--- config.mk ---
export PLATFORM = sky130hd
export DESIGN_NAME = windowed_velocity_estimator_top
export DESIGN_NICKNAME = d
export VERILOG_FILES = /design/src/rtl/core/wve_pkg.sv /design/src/rtl/core/wve_ram.sv /design/src/rtl/core/wve_ctrl.sv /design/src/rtl/core/wve_dpath.sv /design/src/rtl/core/windowed_velocity_estimator_top.sv
export SDC_FILE = /design/constraint.sdc
export NUM_CORES = 1
export LEC_CHECK = 0
export BUFFER_PORTS_ARGS = -buffer_cell sky130_fd_sc_hd__buf_2
export CELL_PAD_IN_SITES_DETAIL_PLACEMENT = 0
export CELL_PAD_IN_SITES_GLOBAL_PLACEMENT = 1
export CORE_MARGIN = 1
export CORE_UTILIZATION = 55
export DETAILED_ROUTE_END_ITERATION = 10
export PLACE_DENSITY = 0.82
export REMOVE_ABC_BUFFERS = 1
export SLEW_MARGIN = 20
export SYNTH_ARGS = -nofsm -noshare
export SYNTH_HDL_FRONTEND = slang
export SYNTH_SLANG_ARGS = --single-unit
--- constraint.sdc ---
create_clock -name clock -period 8.1 [get_ports clock]
set_input_delay 1.215 -clock clock [delete_from_list [all_inputs] [get_ports clock]]
set_output_delay 1.215 -clock clock [all_outputs]
set_load 0.02 [all_outputs]
--- src/rtl/core/wve_pkg.sv ---
`default_nettype none
// ----------------------------------------------------------------------------
// wve_pkg
// shared types, widths and constants of the windowed velocity estimator
// ----------------------------------------------------------------------------
package wve_pkg;

   // field and register widths
   localparam int DATA_W      = 32;
   localparam int WL_W        = 5;
   localparam int SHIFT_W     = 4;
   localparam int CSR_INDEX_W = 1;
   localparam int CSR_DATA_W  = 5;

   // sample window
   localparam int WINDOW_DEPTH = 32;
   localparam int IDX_W        = $clog2(WINDOW_DEPTH);

   // divider: one quotient bit per step
   localparam int DIV_STEPS = DATA_W;
   localparam int CNT_W     = $clog2(DIV_STEPS);

   // register reset values
   localparam logic [WL_W-1:0]    WL_RESET    = WL_W'(29);
   localparam logic [SHIFT_W-1:0] SHIFT_RESET = '0;

   // register indexes
   localparam logic [CSR_INDEX_W-1:0] CSR_WINDOW_LENGTH  = CSR_INDEX_W'(0);
   localparam logic [CSR_INDEX_W-1:0] CSR_VELOCITY_SHIFT = CSR_INDEX_W'(1);

   // window length reduced modulo the depth, one entry per register value
   typedef logic [IDX_W-1:0] back_table_type [2**WL_W];

   function automatic back_table_type build_back_table();
      back_table_type t;
      for (int i = 0; i < 2**WL_W; i++) begin
         t[i] = IDX_W'(i % WINDOW_DEPTH);
      end
      return t;
   endfunction

   localparam back_table_type BACK_TABLE = build_back_table();

   // controller to datapath commands
   typedef struct packed {
      logic accept;     // take the request, write the window, read the tail
      logic fetch;      // form the shifted difference
      logic absolute;   // take the magnitude for the divider
      logic div_step;   // one restoring division step
      logic load_out;   // move the quotient into the response register
   } wve_cmd_type;

   // datapath to controller status
   typedef struct packed {
      logic out_free;   // response register can take a new result this cycle
   } wve_sts_type;

endpackage
`default_nettype wire

--- src/rtl/core/wve_ram.sv ---
`default_nettype none
// ----------------------------------------------------------------------------
// wve_ram
// generic single write, single read ram with registered read data
// ----------------------------------------------------------------------------
module wve_ram #(
   parameter int WIDTH = 32,
   parameter int DEPTH = 32
) (
   input  wire                      clock,
   input  wire                      wr_en,
   input  wire  [$clog2(DEPTH)-1:0] wr_addr,
   input  wire  [WIDTH-1:0]         wr_data,
   input  wire                      rd_en,
   input  wire  [$clog2(DEPTH)-1:0] rd_addr,
   output logic [WIDTH-1:0]         rd_data
);

   logic [WIDTH-1:0] mem_ff [DEPTH];
   logic [WIDTH-1:0] rd_data_ff;

   always_ff @(posedge clock) begin
      if (wr_en) begin
         mem_ff[wr_addr] <= wr_data;
      end
      if (rd_en) begin
         rd_data_ff <= mem_ff[rd_addr];
      end
   end

   assign rd_data = rd_data_ff;

endmodule
`default_nettype wire

--- src/rtl/core/wve_ctrl.sv ---
`default_nettype none
// ----------------------------------------------------------------------------
// wve_ctrl
// sequencer: accept, fetch, magnitude, divide, hand over
// ----------------------------------------------------------------------------
module wve_ctrl
   import wve_pkg::*;
(
   input  wire         clock,
   input  wire         reset,
   input  wire         req_tvalid,
   output logic        req_tready,
   output wve_cmd_type cmd,
   input  wve_sts_type sts
);

   typedef enum logic [4:0] {
      ST_IDLE   = 5'b00001,
      ST_FETCH  = 5'b00010,
      ST_ABS    = 5'b00100,
      ST_DIVIDE = 5'b01000,
      ST_DONE   = 5'b10000
   } state_type;

   state_type        state_ff, state_in;
   logic [CNT_W-1:0] count_ff, count_in;
   logic             last_step;

   assign last_step = (count_ff == CNT_W'(DIV_STEPS - 1));

   always_comb begin
      state_in     = state_ff;
      count_in     = count_ff;
      cmd          = '0;
      req_tready   = 1'b0;
      unique case (state_ff)
         ST_IDLE: begin
            req_tready = 1'b1;
            if (req_tvalid) begin
               cmd.accept = 1'b1;
               state_in   = ST_FETCH;
            end
         end
         ST_FETCH: begin
            cmd.fetch = 1'b1;
            state_in  = ST_ABS;
         end
         ST_ABS: begin
            cmd.absolute = 1'b1;
            count_in     = '0;
            state_in     = ST_DIVIDE;
         end
         ST_DIVIDE: begin
            cmd.div_step = 1'b1;
            count_in     = count_ff + CNT_W'(1);
            if (last_step) begin
               state_in = ST_DONE;
            end
         end
         ST_DONE: begin
            if (sts.out_free) begin
               cmd.load_out = 1'b1;
               state_in     = ST_IDLE;
            end
         end
         default: begin
            state_in = ST_IDLE;
         end
      endcase
   end

   always_ff @(posedge clock) begin
      if (reset) begin
         state_ff <= ST_IDLE;
         count_ff <= '0;
      end else begin
         state_ff <= state_in;
         count_ff <= count_in;
      end
   end

   a_accept_then_fetch: assert property (@(posedge clock) disable iff (reset)
      cmd.accept |=> cmd.fetch)
      else $error("fetch did not follow an accepted request");

   a_divide_length: assert property (@(posedge clock) disable iff (reset)
      (state_ff == ST_DIVIDE && last_step) |=> (state_ff == ST_DONE))
      else $error("divider did not finish after its last step");

   a_load_when_free: assert property (@(posedge clock) disable iff (reset)
      cmd.load_out |-> sts.out_free)
      else $error("result loaded while the response register was busy");

endmodule
`default_nettype wire

--- src/rtl/core/wve_dpath.sv ---
`default_nettype none
// ----------------------------------------------------------------------------
// wve_dpath
// window store, difference and shift, restoring divider, response register
// ----------------------------------------------------------------------------
module wve_dpath
   import wve_pkg::*;
(
   input  wire                     clock,
   input  wire                     reset,
   input  wire  [DATA_W-1:0]       req_tdata,
   output logic                    rsp_tvalid,
   input  wire                     rsp_tready,
   output logic [DATA_W-1:0]       rsp_tdata,
   input  wire                     csr_we,
   input  wire  [CSR_INDEX_W-1:0]  csr_index,
   input  wire  [CSR_DATA_W-1:0]   csr_wdata,
   input  wve_cmd_type             cmd,
   output wve_sts_type             sts
);

   localparam logic [IDX_W:0] DEPTH_EXT = (IDX_W + 1)'(WINDOW_DEPTH);

   // configuration
   logic [WL_W-1:0]    wl_ff;
   logic [SHIFT_W-1:0] shift_ff;

   // window control
   logic [IDX_W-1:0]        head_ff, head_in;
   logic [WINDOW_DEPTH-1:0] valid_ff;
   logic [IDX_W-1:0]        back;
   logic [IDX_W:0]          tail_diff;
   logic [IDX_W-1:0]        tail;
   logic [DATA_W-1:0]       rd_data;

   // per request
   logic [DATA_W-1:0] sample_ff;
   logic              tail_valid_ff;
   logic              same_slot_ff;
   logic [DATA_W-1:0] old_sample;
   logic [DATA_W-1:0] diff;
   logic [DATA_W-1:0] shifted;

   // divider
   logic [DATA_W-1:0] dvd_ff;
   logic [WL_W-1:0]   rem_ff;
   logic [WL_W-1:0]   div_ff;
   logic              neg_ff;
   logic [WL_W:0]     rem_shift;
   logic [WL_W:0]     rem_sub;
   logic              ge;

   // response
   logic              rsp_valid_ff, rsp_valid_in;
   logic [DATA_W-1:0] rsp_data_ff;

   // configuration writes
   always_ff @(posedge clock) begin
      if (reset) begin
         wl_ff    <= WL_RESET;
         shift_ff <= SHIFT_RESET;
      end else if (csr_we) begin
         unique case (csr_index)
            CSR_WINDOW_LENGTH:  wl_ff    <= csr_wdata[WL_W-1:0];
            CSR_VELOCITY_SHIFT: shift_ff <= csr_wdata[SHIFT_W-1:0];
         endcase
      end
   end

   // tail slot behind the head, wrapped into the window
   assign back      = BACK_TABLE[wl_ff];
   assign tail_diff = {1'b0, head_ff} - {1'b0, back};
   assign tail      = tail_diff[IDX_W] ? IDX_W'(tail_diff + DEPTH_EXT)
                                       : tail_diff[IDX_W-1:0];
   assign head_in   = (head_ff == IDX_W'(WINDOW_DEPTH - 1)) ? '0
                                                            : head_ff + IDX_W'(1);

   always_ff @(posedge clock) begin
      if (reset) begin
         head_ff  <= '0;
         valid_ff <= '0;
      end else if (cmd.accept) begin
         head_ff           <= head_in;
         valid_ff[head_ff] <= 1'b1;
      end
   end

   wve_ram #(
      .WIDTH (DATA_W),
      .DEPTH (WINDOW_DEPTH)
   ) u_window (
      .clock   (clock),
      .wr_en   (cmd.accept),
      .wr_addr (head_ff),
      .wr_data (req_tdata),
      .rd_en   (cmd.accept),
      .rd_addr (tail),
      .rd_data (rd_data)
   );

   // difference and shift
   assign old_sample = tail_valid_ff ? rd_data : '0;
   assign diff       = same_slot_ff ? '0 : (sample_ff - old_sample);
   assign shifted    = diff << shift_ff;

   // restoring step: remainder stays below the divisor
   assign rem_shift = {rem_ff, dvd_ff[DATA_W-1]};
   assign rem_sub   = rem_shift - {1'b0, div_ff};
   assign ge        = (rem_shift >= {1'b0, div_ff});

   always_ff @(posedge clock) begin
      if (cmd.accept) begin
         sample_ff     <= req_tdata;
         tail_valid_ff <= valid_ff[tail];
         same_slot_ff  <= (back == '0);
      end
      if (cmd.fetch) begin
         dvd_ff <= shifted;
         neg_ff <= shifted[DATA_W-1];
         rem_ff <= '0;
         div_ff <= (wl_ff == '0) ? WL_W'(1) : wl_ff;
      end
      if (cmd.absolute) begin
         dvd_ff <= neg_ff ? (~dvd_ff + DATA_W'(1)) : dvd_ff;
      end
      if (cmd.div_step) begin
         rem_ff <= ge ? rem_sub[WL_W-1:0] : rem_shift[WL_W-1:0];
         dvd_ff <= {dvd_ff[DATA_W-2:0], ge};
      end
      if (cmd.load_out) begin
         rsp_data_ff <= neg_ff ? (~dvd_ff + DATA_W'(1)) : dvd_ff;
      end
   end

   // response register
   assign sts.out_free = !rsp_valid_ff || rsp_tready;
   assign rsp_valid_in = cmd.load_out || (rsp_valid_ff && !rsp_tready);

   always_ff @(posedge clock) begin
      if (reset) begin
         rsp_valid_ff <= 1'b0;
      end else begin
         rsp_valid_ff <= rsp_valid_in;
      end
   end

   assign rsp_tvalid = rsp_valid_ff;
   assign rsp_tdata  = rsp_data_ff;

   a_rem_bound: assert property (@(posedge clock) disable iff (reset)
      $past(cmd.div_step) |-> (rem_ff < div_ff))
      else $error("division remainder reached the divisor");

endmodule
`default_nettype wire

--- src/rtl/core/windowed_velocity_estimator_top.sv ---
`default_nettype none
// ----------------------------------------------------------------------------
// windowed_velocity_estimator_top
// finite difference velocity over a circular window of position samples
// ----------------------------------------------------------------------------
//
//  channel  direction  handshake              payload
//  req_     in         req_tvalid/req_tready  req_tdata[31:0] position_sample
//  rsp_     out        rsp_tvalid/rsp_tready  rsp_tdata[31:0] velocity
//  csr_     in         csr_we (no wait)       csr_index, csr_wdata[4:0]
//
//  steps from acceptance to a loaded response: window read at the accepting
//  edge, then difference and shift, magnitude, 32 divider steps and the load;
//  a new request is accepted only after the previous result has been loaded
//  reset is synchronous and active high; unwritten window slots read as zero
//  a finished result waits in the response register while the next request
//  is accepted; a stall on rsp_ only holds the sequencer at hand-over
//
module windowed_velocity_estimator_top
   import wve_pkg::*;
(
   input  wire                     clock,
   input  wire                     reset,
   // request: position_sample [31:0]
   input  wire                     req_tvalid,
   output logic                    req_tready,
   input  wire  [DATA_W-1:0]       req_tdata,
   // response: velocity [31:0]
   output logic                    rsp_tvalid,
   input  wire                     rsp_tready,
   output logic [DATA_W-1:0]       rsp_tdata,
   // register writes: 0 window_length, 1 velocity_shift
   input  wire                     csr_we,
   input  wire  [CSR_INDEX_W-1:0]  csr_index,
   input  wire  [CSR_DATA_W-1:0]   csr_wdata
);

   wve_cmd_type cmd;   // sequencer commands
   wve_sts_type sts;   // datapath status

   // sequencer: one request at a time, divider steps counted here
   wve_ctrl u_ctrl (
      .clock      (clock),
      .reset      (reset),
      .req_tvalid (req_tvalid),
      .req_tready (req_tready),
      .cmd        (cmd),
      .sts        (sts)
   );

   // datapath: window ram, difference, divider and response register
   wve_dpath u_dpath (
      .clock      (clock),
      .reset      (reset),
      .req_tdata  (req_tdata),
      .rsp_tvalid (rsp_tvalid),
      .rsp_tready (rsp_tready),
      .rsp_tdata  (rsp_tdata),
      .csr_we     (csr_we),
      .csr_index  (csr_index),
      .csr_wdata  (csr_wdata),
      .cmd        (cmd),
      .sts        (sts)
   );

endmodule
`default_nettype wire

==> flow_summary_export.csv <==
group,metric,value,unit
global_route,pin_count_of_the_biggest_net_entering_global_routing,146,
pwr,internal_power,12.66,mW
setup_path,largest_driver_fanout_on_the_critical_path,17,
pwr,sw_frac_of_total,32.15,%
layout,commonest_non_fill_non_tap_cell_in_the_layout,"sky130_fd_sc_hd__edfxtp_1",
worst_hold_path,endpoint_of_the_worst_hold_path,"u_dpath.div_ff[3]$_SDFFCE_PP0P_",
floorplanning,top_level_ports,77,
timing,worst-slew-pin-transition,1.115,ns
global_route,first_pass_grt_wire_length,188800,um
setup_path,crit_type,"flip-flop to flip-flop",
job,timing.max_cap.violations,0,
worst_hold_path,worst_hold_path_type,"flip-flop to flip-flop",
synth,synth_enable_flop_cells,1165,
timing,finalClockSkew,0.07434,ns
place,placed_cells,4405,
layout,mostFrequentLayoutCells,"sky130_fd_sc_hd__edfxtp_1, sky130_fd_sc_hd__nand2_1, sky130_fd_sc_hd__mux4_2",
routing,route.detailed.wl_per_inst,27.15,um
setup_path,critPathRequiredTime,8.63,ns
timing,timing.final.setup_violations,0,
synth,asyncSetResetFlopFracSynth,0,%
timing,postLayoutSetupSlackWorst,3.557,ns
synth,ys_ff_latch,1222,
routing,post-route-drc-count,0,
clock_network,clock-root-buffer,"sky130_fd_sc_hd__clkbuf_16",
global_route,grt.met1_usage,37.15,%
timing,grt_setup_unrepaired,"no",
pwr,power.switching,5.996,mW
setup_path,critical_path.reg2reg.startpoint,"u_dpath.tail_valid_ff$_DFFE_PP_",
timing,post-route-period-util,56.09,%
timing,final_period_minus_worst_setup_slack,4.543,ns
synth,synthFlopType,"sky130_fd_sc_hd__edfxtp_1",
pwr,power.clock.fraction,28.9,%
global_route,met3_usage,4.728,%
timing,timing.fmax,220.1,MHz
routing,avgViaCountPerCell,6.431,
pwr,vdd.ir_drop.worst,0.3155,mV
global_route,vias_in_the_first_global_route,29696,
setup_path,timing.rr.end,"u_dpath.dvd_ff[27]$_DFFE_PP_",
timing,timing.setup.tns,0,ns
pwr,static-leakage-power,18.76,nW
setup_path,critPathArrivalTime,5.07,ns
status,status,"finished, final reports clean",
routing,detail_route.wirelength,125700,um
setup_path,reg2reg_slack,3.56,ns
pwr,power_frac_seq,40.2,%
synth,synth_area,51470,sq um
synth,seq_area_frac_synth,70.19,%
synth,syn-instance-count,3207,
layout,final-instance-count-excl-fill,4629,
global_route,global_route_track_usage_on_met2,44.23,%
setup_path,critical_path.cell_chain,"and2_1 > ha_1 > fa_1 > nor2b_1 > o211ai_1 > a211oi_1 > o21a_1 > or2_1 > xor2_1 > mux2_2 > a21oi_1 > a2111oi_0 > o22a_1",
clock_network,clock_sink_count,1222,
pwr,powerDensity,323.7,nW/um^2
place,gpl.final_weighted_congestion,0.9203,
setup_path,crit_path_top_delay_cell,"sky130_fd_sc_hd__a211oi_1",
layout,final_layout_size_suffix_gt1_share,19.35,%
global_route,number_of_antenna_violations_at_the_first_check_in_global_routing,4,
place,port_buffers,76,
timing,timing.max_slew.rel_slack,25.67,%
floorplanning,initial_utilization,55.81,%
setup_path,critical_path.endpoint_type,"flip-flop",
synth,syn-mean-instance-area,16.05,sq um
place,place.detailed.hpwl,74090,um
layout,area_delta_synth_final,11.98,%
worst_hold_path,min-delay-start,"u_dpath.wl_ff[3]$_SDFFE_PP1P_",
setup_path,cp-start-kind,"flip-flop",
routing,detailedRoute.firstIterationViolations,3419,
global_route,grt_util_all_layers,26.87,%
floorplanning,fp.coreArea,92220,sq um
clock_network,cts_buffers,119,
place,pre_cts_ws,3.728,ns
setup_path,worst-r2r-cell-count,13,
timing,final-max-slew-violation-count,0,
clock_network,clk_latency,0.73,ns
global_route,overflow_left_after_global_routing,0,
routing,final_ant_viol_nets,0,
timing,holdWs,0.4561,ns
setup_path,timing.critical_path.slowest_cell_delay,0.72,ns
floorplanning,rows,111,
global_route,global_route.peak_usage_layer,"met2",
floorplanning,die_width,307.9,um
place,postPlaceCellArea,53720,sq um
clock_network,post_cts.resized_instances,0,
layout,post_route_utilization,62.49,%
floorplanning,die-height,307.9,um
clock_network,hold_buffers,0,
clock_network,cts_max_path_buffers,3,
clock_network,clk_pin_slew_worst_paths,0.06,ns
timing,hold_viol_final,0,
worst_hold_path,hold-path-cell-count,0,
synth,yosysWarnings,0,
floorplanning,die_area,94800,sq um
clock_network,htree_num_levels,3,
routing,vias,29768,
clock_network,tritoncts_clock_tree,"done",
layout,finalInstanceArea,57630,sq um
layout,post_layout_nets,3389,
routing,detailedRoute.firstPassIterationCount,7,
synth,synth.lib_cells_used.distinct,89,
pwr,finalPower,18.65,mW
pwr,pwr-share-comb,30.9,%
clock_network,cts.repair_timing.setup_buffer_count,0,
-- registers in the layout (all words and copies together), names as in the netlist, 32 cells and up --
signal,count
u_dpath.dvd_ff,32
u_dpath.rsp_tdata,32
u_dpath.sample_ff,32
u_dpath.u_window.mem_ff,1024
u_dpath.u_window.rd_data,32
u_dpath.valid_ff,32
-- Yosys cell counts (14+ instances only) --
cell | count | area [sq um]
sky130_fd_sc_hd__edfxtp_1 | 1165 | 34980
sky130_fd_sc_hd__nand2_1 | 436 | 1637
sky130_fd_sc_hd__mux4_2 | 268 | 6036
sky130_fd_sc_hd__nand3_1 | 202 | 1011
sky130_fd_sc_hd__nor2_1 | 168 | 630.6
sky130_fd_sc_hd__clkbuf_1 | 128 | 480.5
sky130_fd_sc_hd__a21oi_1 | 105 | 525.5
sky130_fd_sc_hd__o21ai_0 | 92 | 460.4
sky130_fd_sc_hd__dfxtp_1 | 57 | 1141
sky130_fd_sc_hd__ha_1 | 56 | 700.7
sky130_fd_sc_hd__buf_1 | 42 | 157.7
sky130_fd_sc_hd__xnor2_1 | 42 | 367.9
sky130_fd_sc_hd__nor3_1 | 37 | 185.2
sky130_fd_sc_hd__inv_1 | 34 | 127.6
sky130_fd_sc_hd__o211ai_1 | 19 | 142.6
sky130_fd_sc_hd__mux2i_1 | 16 | 160.2
sky130_fd_sc_hd__o21a_1 | 16 | 120.1
sky130_fd_sc_hd__a31oi_1 | 15 | 93.84
sky130_fd_sc_hd__and2_1 | 14 | 87.58
sky130_fd_sc_hd__nand4_1 | 14 | 87.58
-- worst max path at each step --
stage / startpoint / end / slack (ns) / cells after the start
final: u_dpath.tail_valid_ff$_DFFE_PP_ / u_dpath.dvd_ff[27]$_DFFE_PP_ / 3.56 / 13
after global routing: u_dpath.tail_valid_ff$_DFFE_PP_ / u_dpath.dvd_ff[27]$_DFFE_PP_ / 3.34 / 13
after CTS: u_dpath.tail_valid_ff$_DFFE_PP_ / u_dpath.dvd_ff[19]$_DFFE_PP_ / 3.67 / 13
after detailed placement: u_dpath.tail_valid_ff$_DFFE_PP_ / u_dpath.dvd_ff[19]$_DFFE_PP_ / 3.73 / 13
after global placement: u_dpath.tail_valid_ff$_DFFE_PP_ / u_dpath.dvd_ff[19]$_DFFE_PP_ / 3.71 / 13
after floorplan: u_dpath.head_ff[0]$_SDFFE_PP0P_ / u_dpath.tail_valid_ff$_DFFE_PP_ / -3.88 / 7
-- cell families after synthesis --
kind of cell	count (synthesis)	share of synthesized area [%]
AOI/OAI and AO/OA	402	5.195
buffers and inverters	219	1.641
and+or+nand+nor	959	8.324
DFF	1222	70.19
adders and majority gates	59	1.478
muxes	291	12.22
xor gates and xnor gates	55	0.9506
-- critical path, delay by kind of cell, from the launching register on --
| kind | cells | cell delay [ns] |
|---|---|---|
| AOI/OAI and AO/OA | 6 | 2.03 |
| and+or+nand+nor | 3 | 0.68 |
| adders and majority gates | 2 | 0.64 |
| DFF | 1 | 0.62 |
| xor gates and xnor gates | 1 | 0.20 |
| muxes | 1 | 0.19 |
-- layout make-up --
cell class              count  area, sq um
multi-input cells        1766        14830
inverters                  38        143.9
diodes                      1        2.502
clock inverters            67        645.6
repair buffers            140         1156
flip-flops and latches   1222        36120
fillers                  6495        34590
well taps                1243         1555
clock buffers             152         3173
-- power by group through the flow --
stage	clock network (mW)	logic (mW)	registers [mW]
3_5_place_dp	0	5.71	7.62
3_3_place_gp	0	5.65	7.61
5_1_grt	5.68	6.24	7.51
2_1_floorplan	0	5.15	7.57
4_1_cts	5.45	5.75	7.49
6_report	5.39	5.77	7.49
-- metal layers --
metal / part of all wire [%] / routed length, um / up-vias
li1: - / - / 12756
met1: 39 / 49550 / 15275
met2: 49 / 61870 / 1539
met3: 9.0 / 11260 / 198
met4: 2.4 / 2991 / 0
met5: 0 / 0 / -
(Power assumes the default switching activity.)
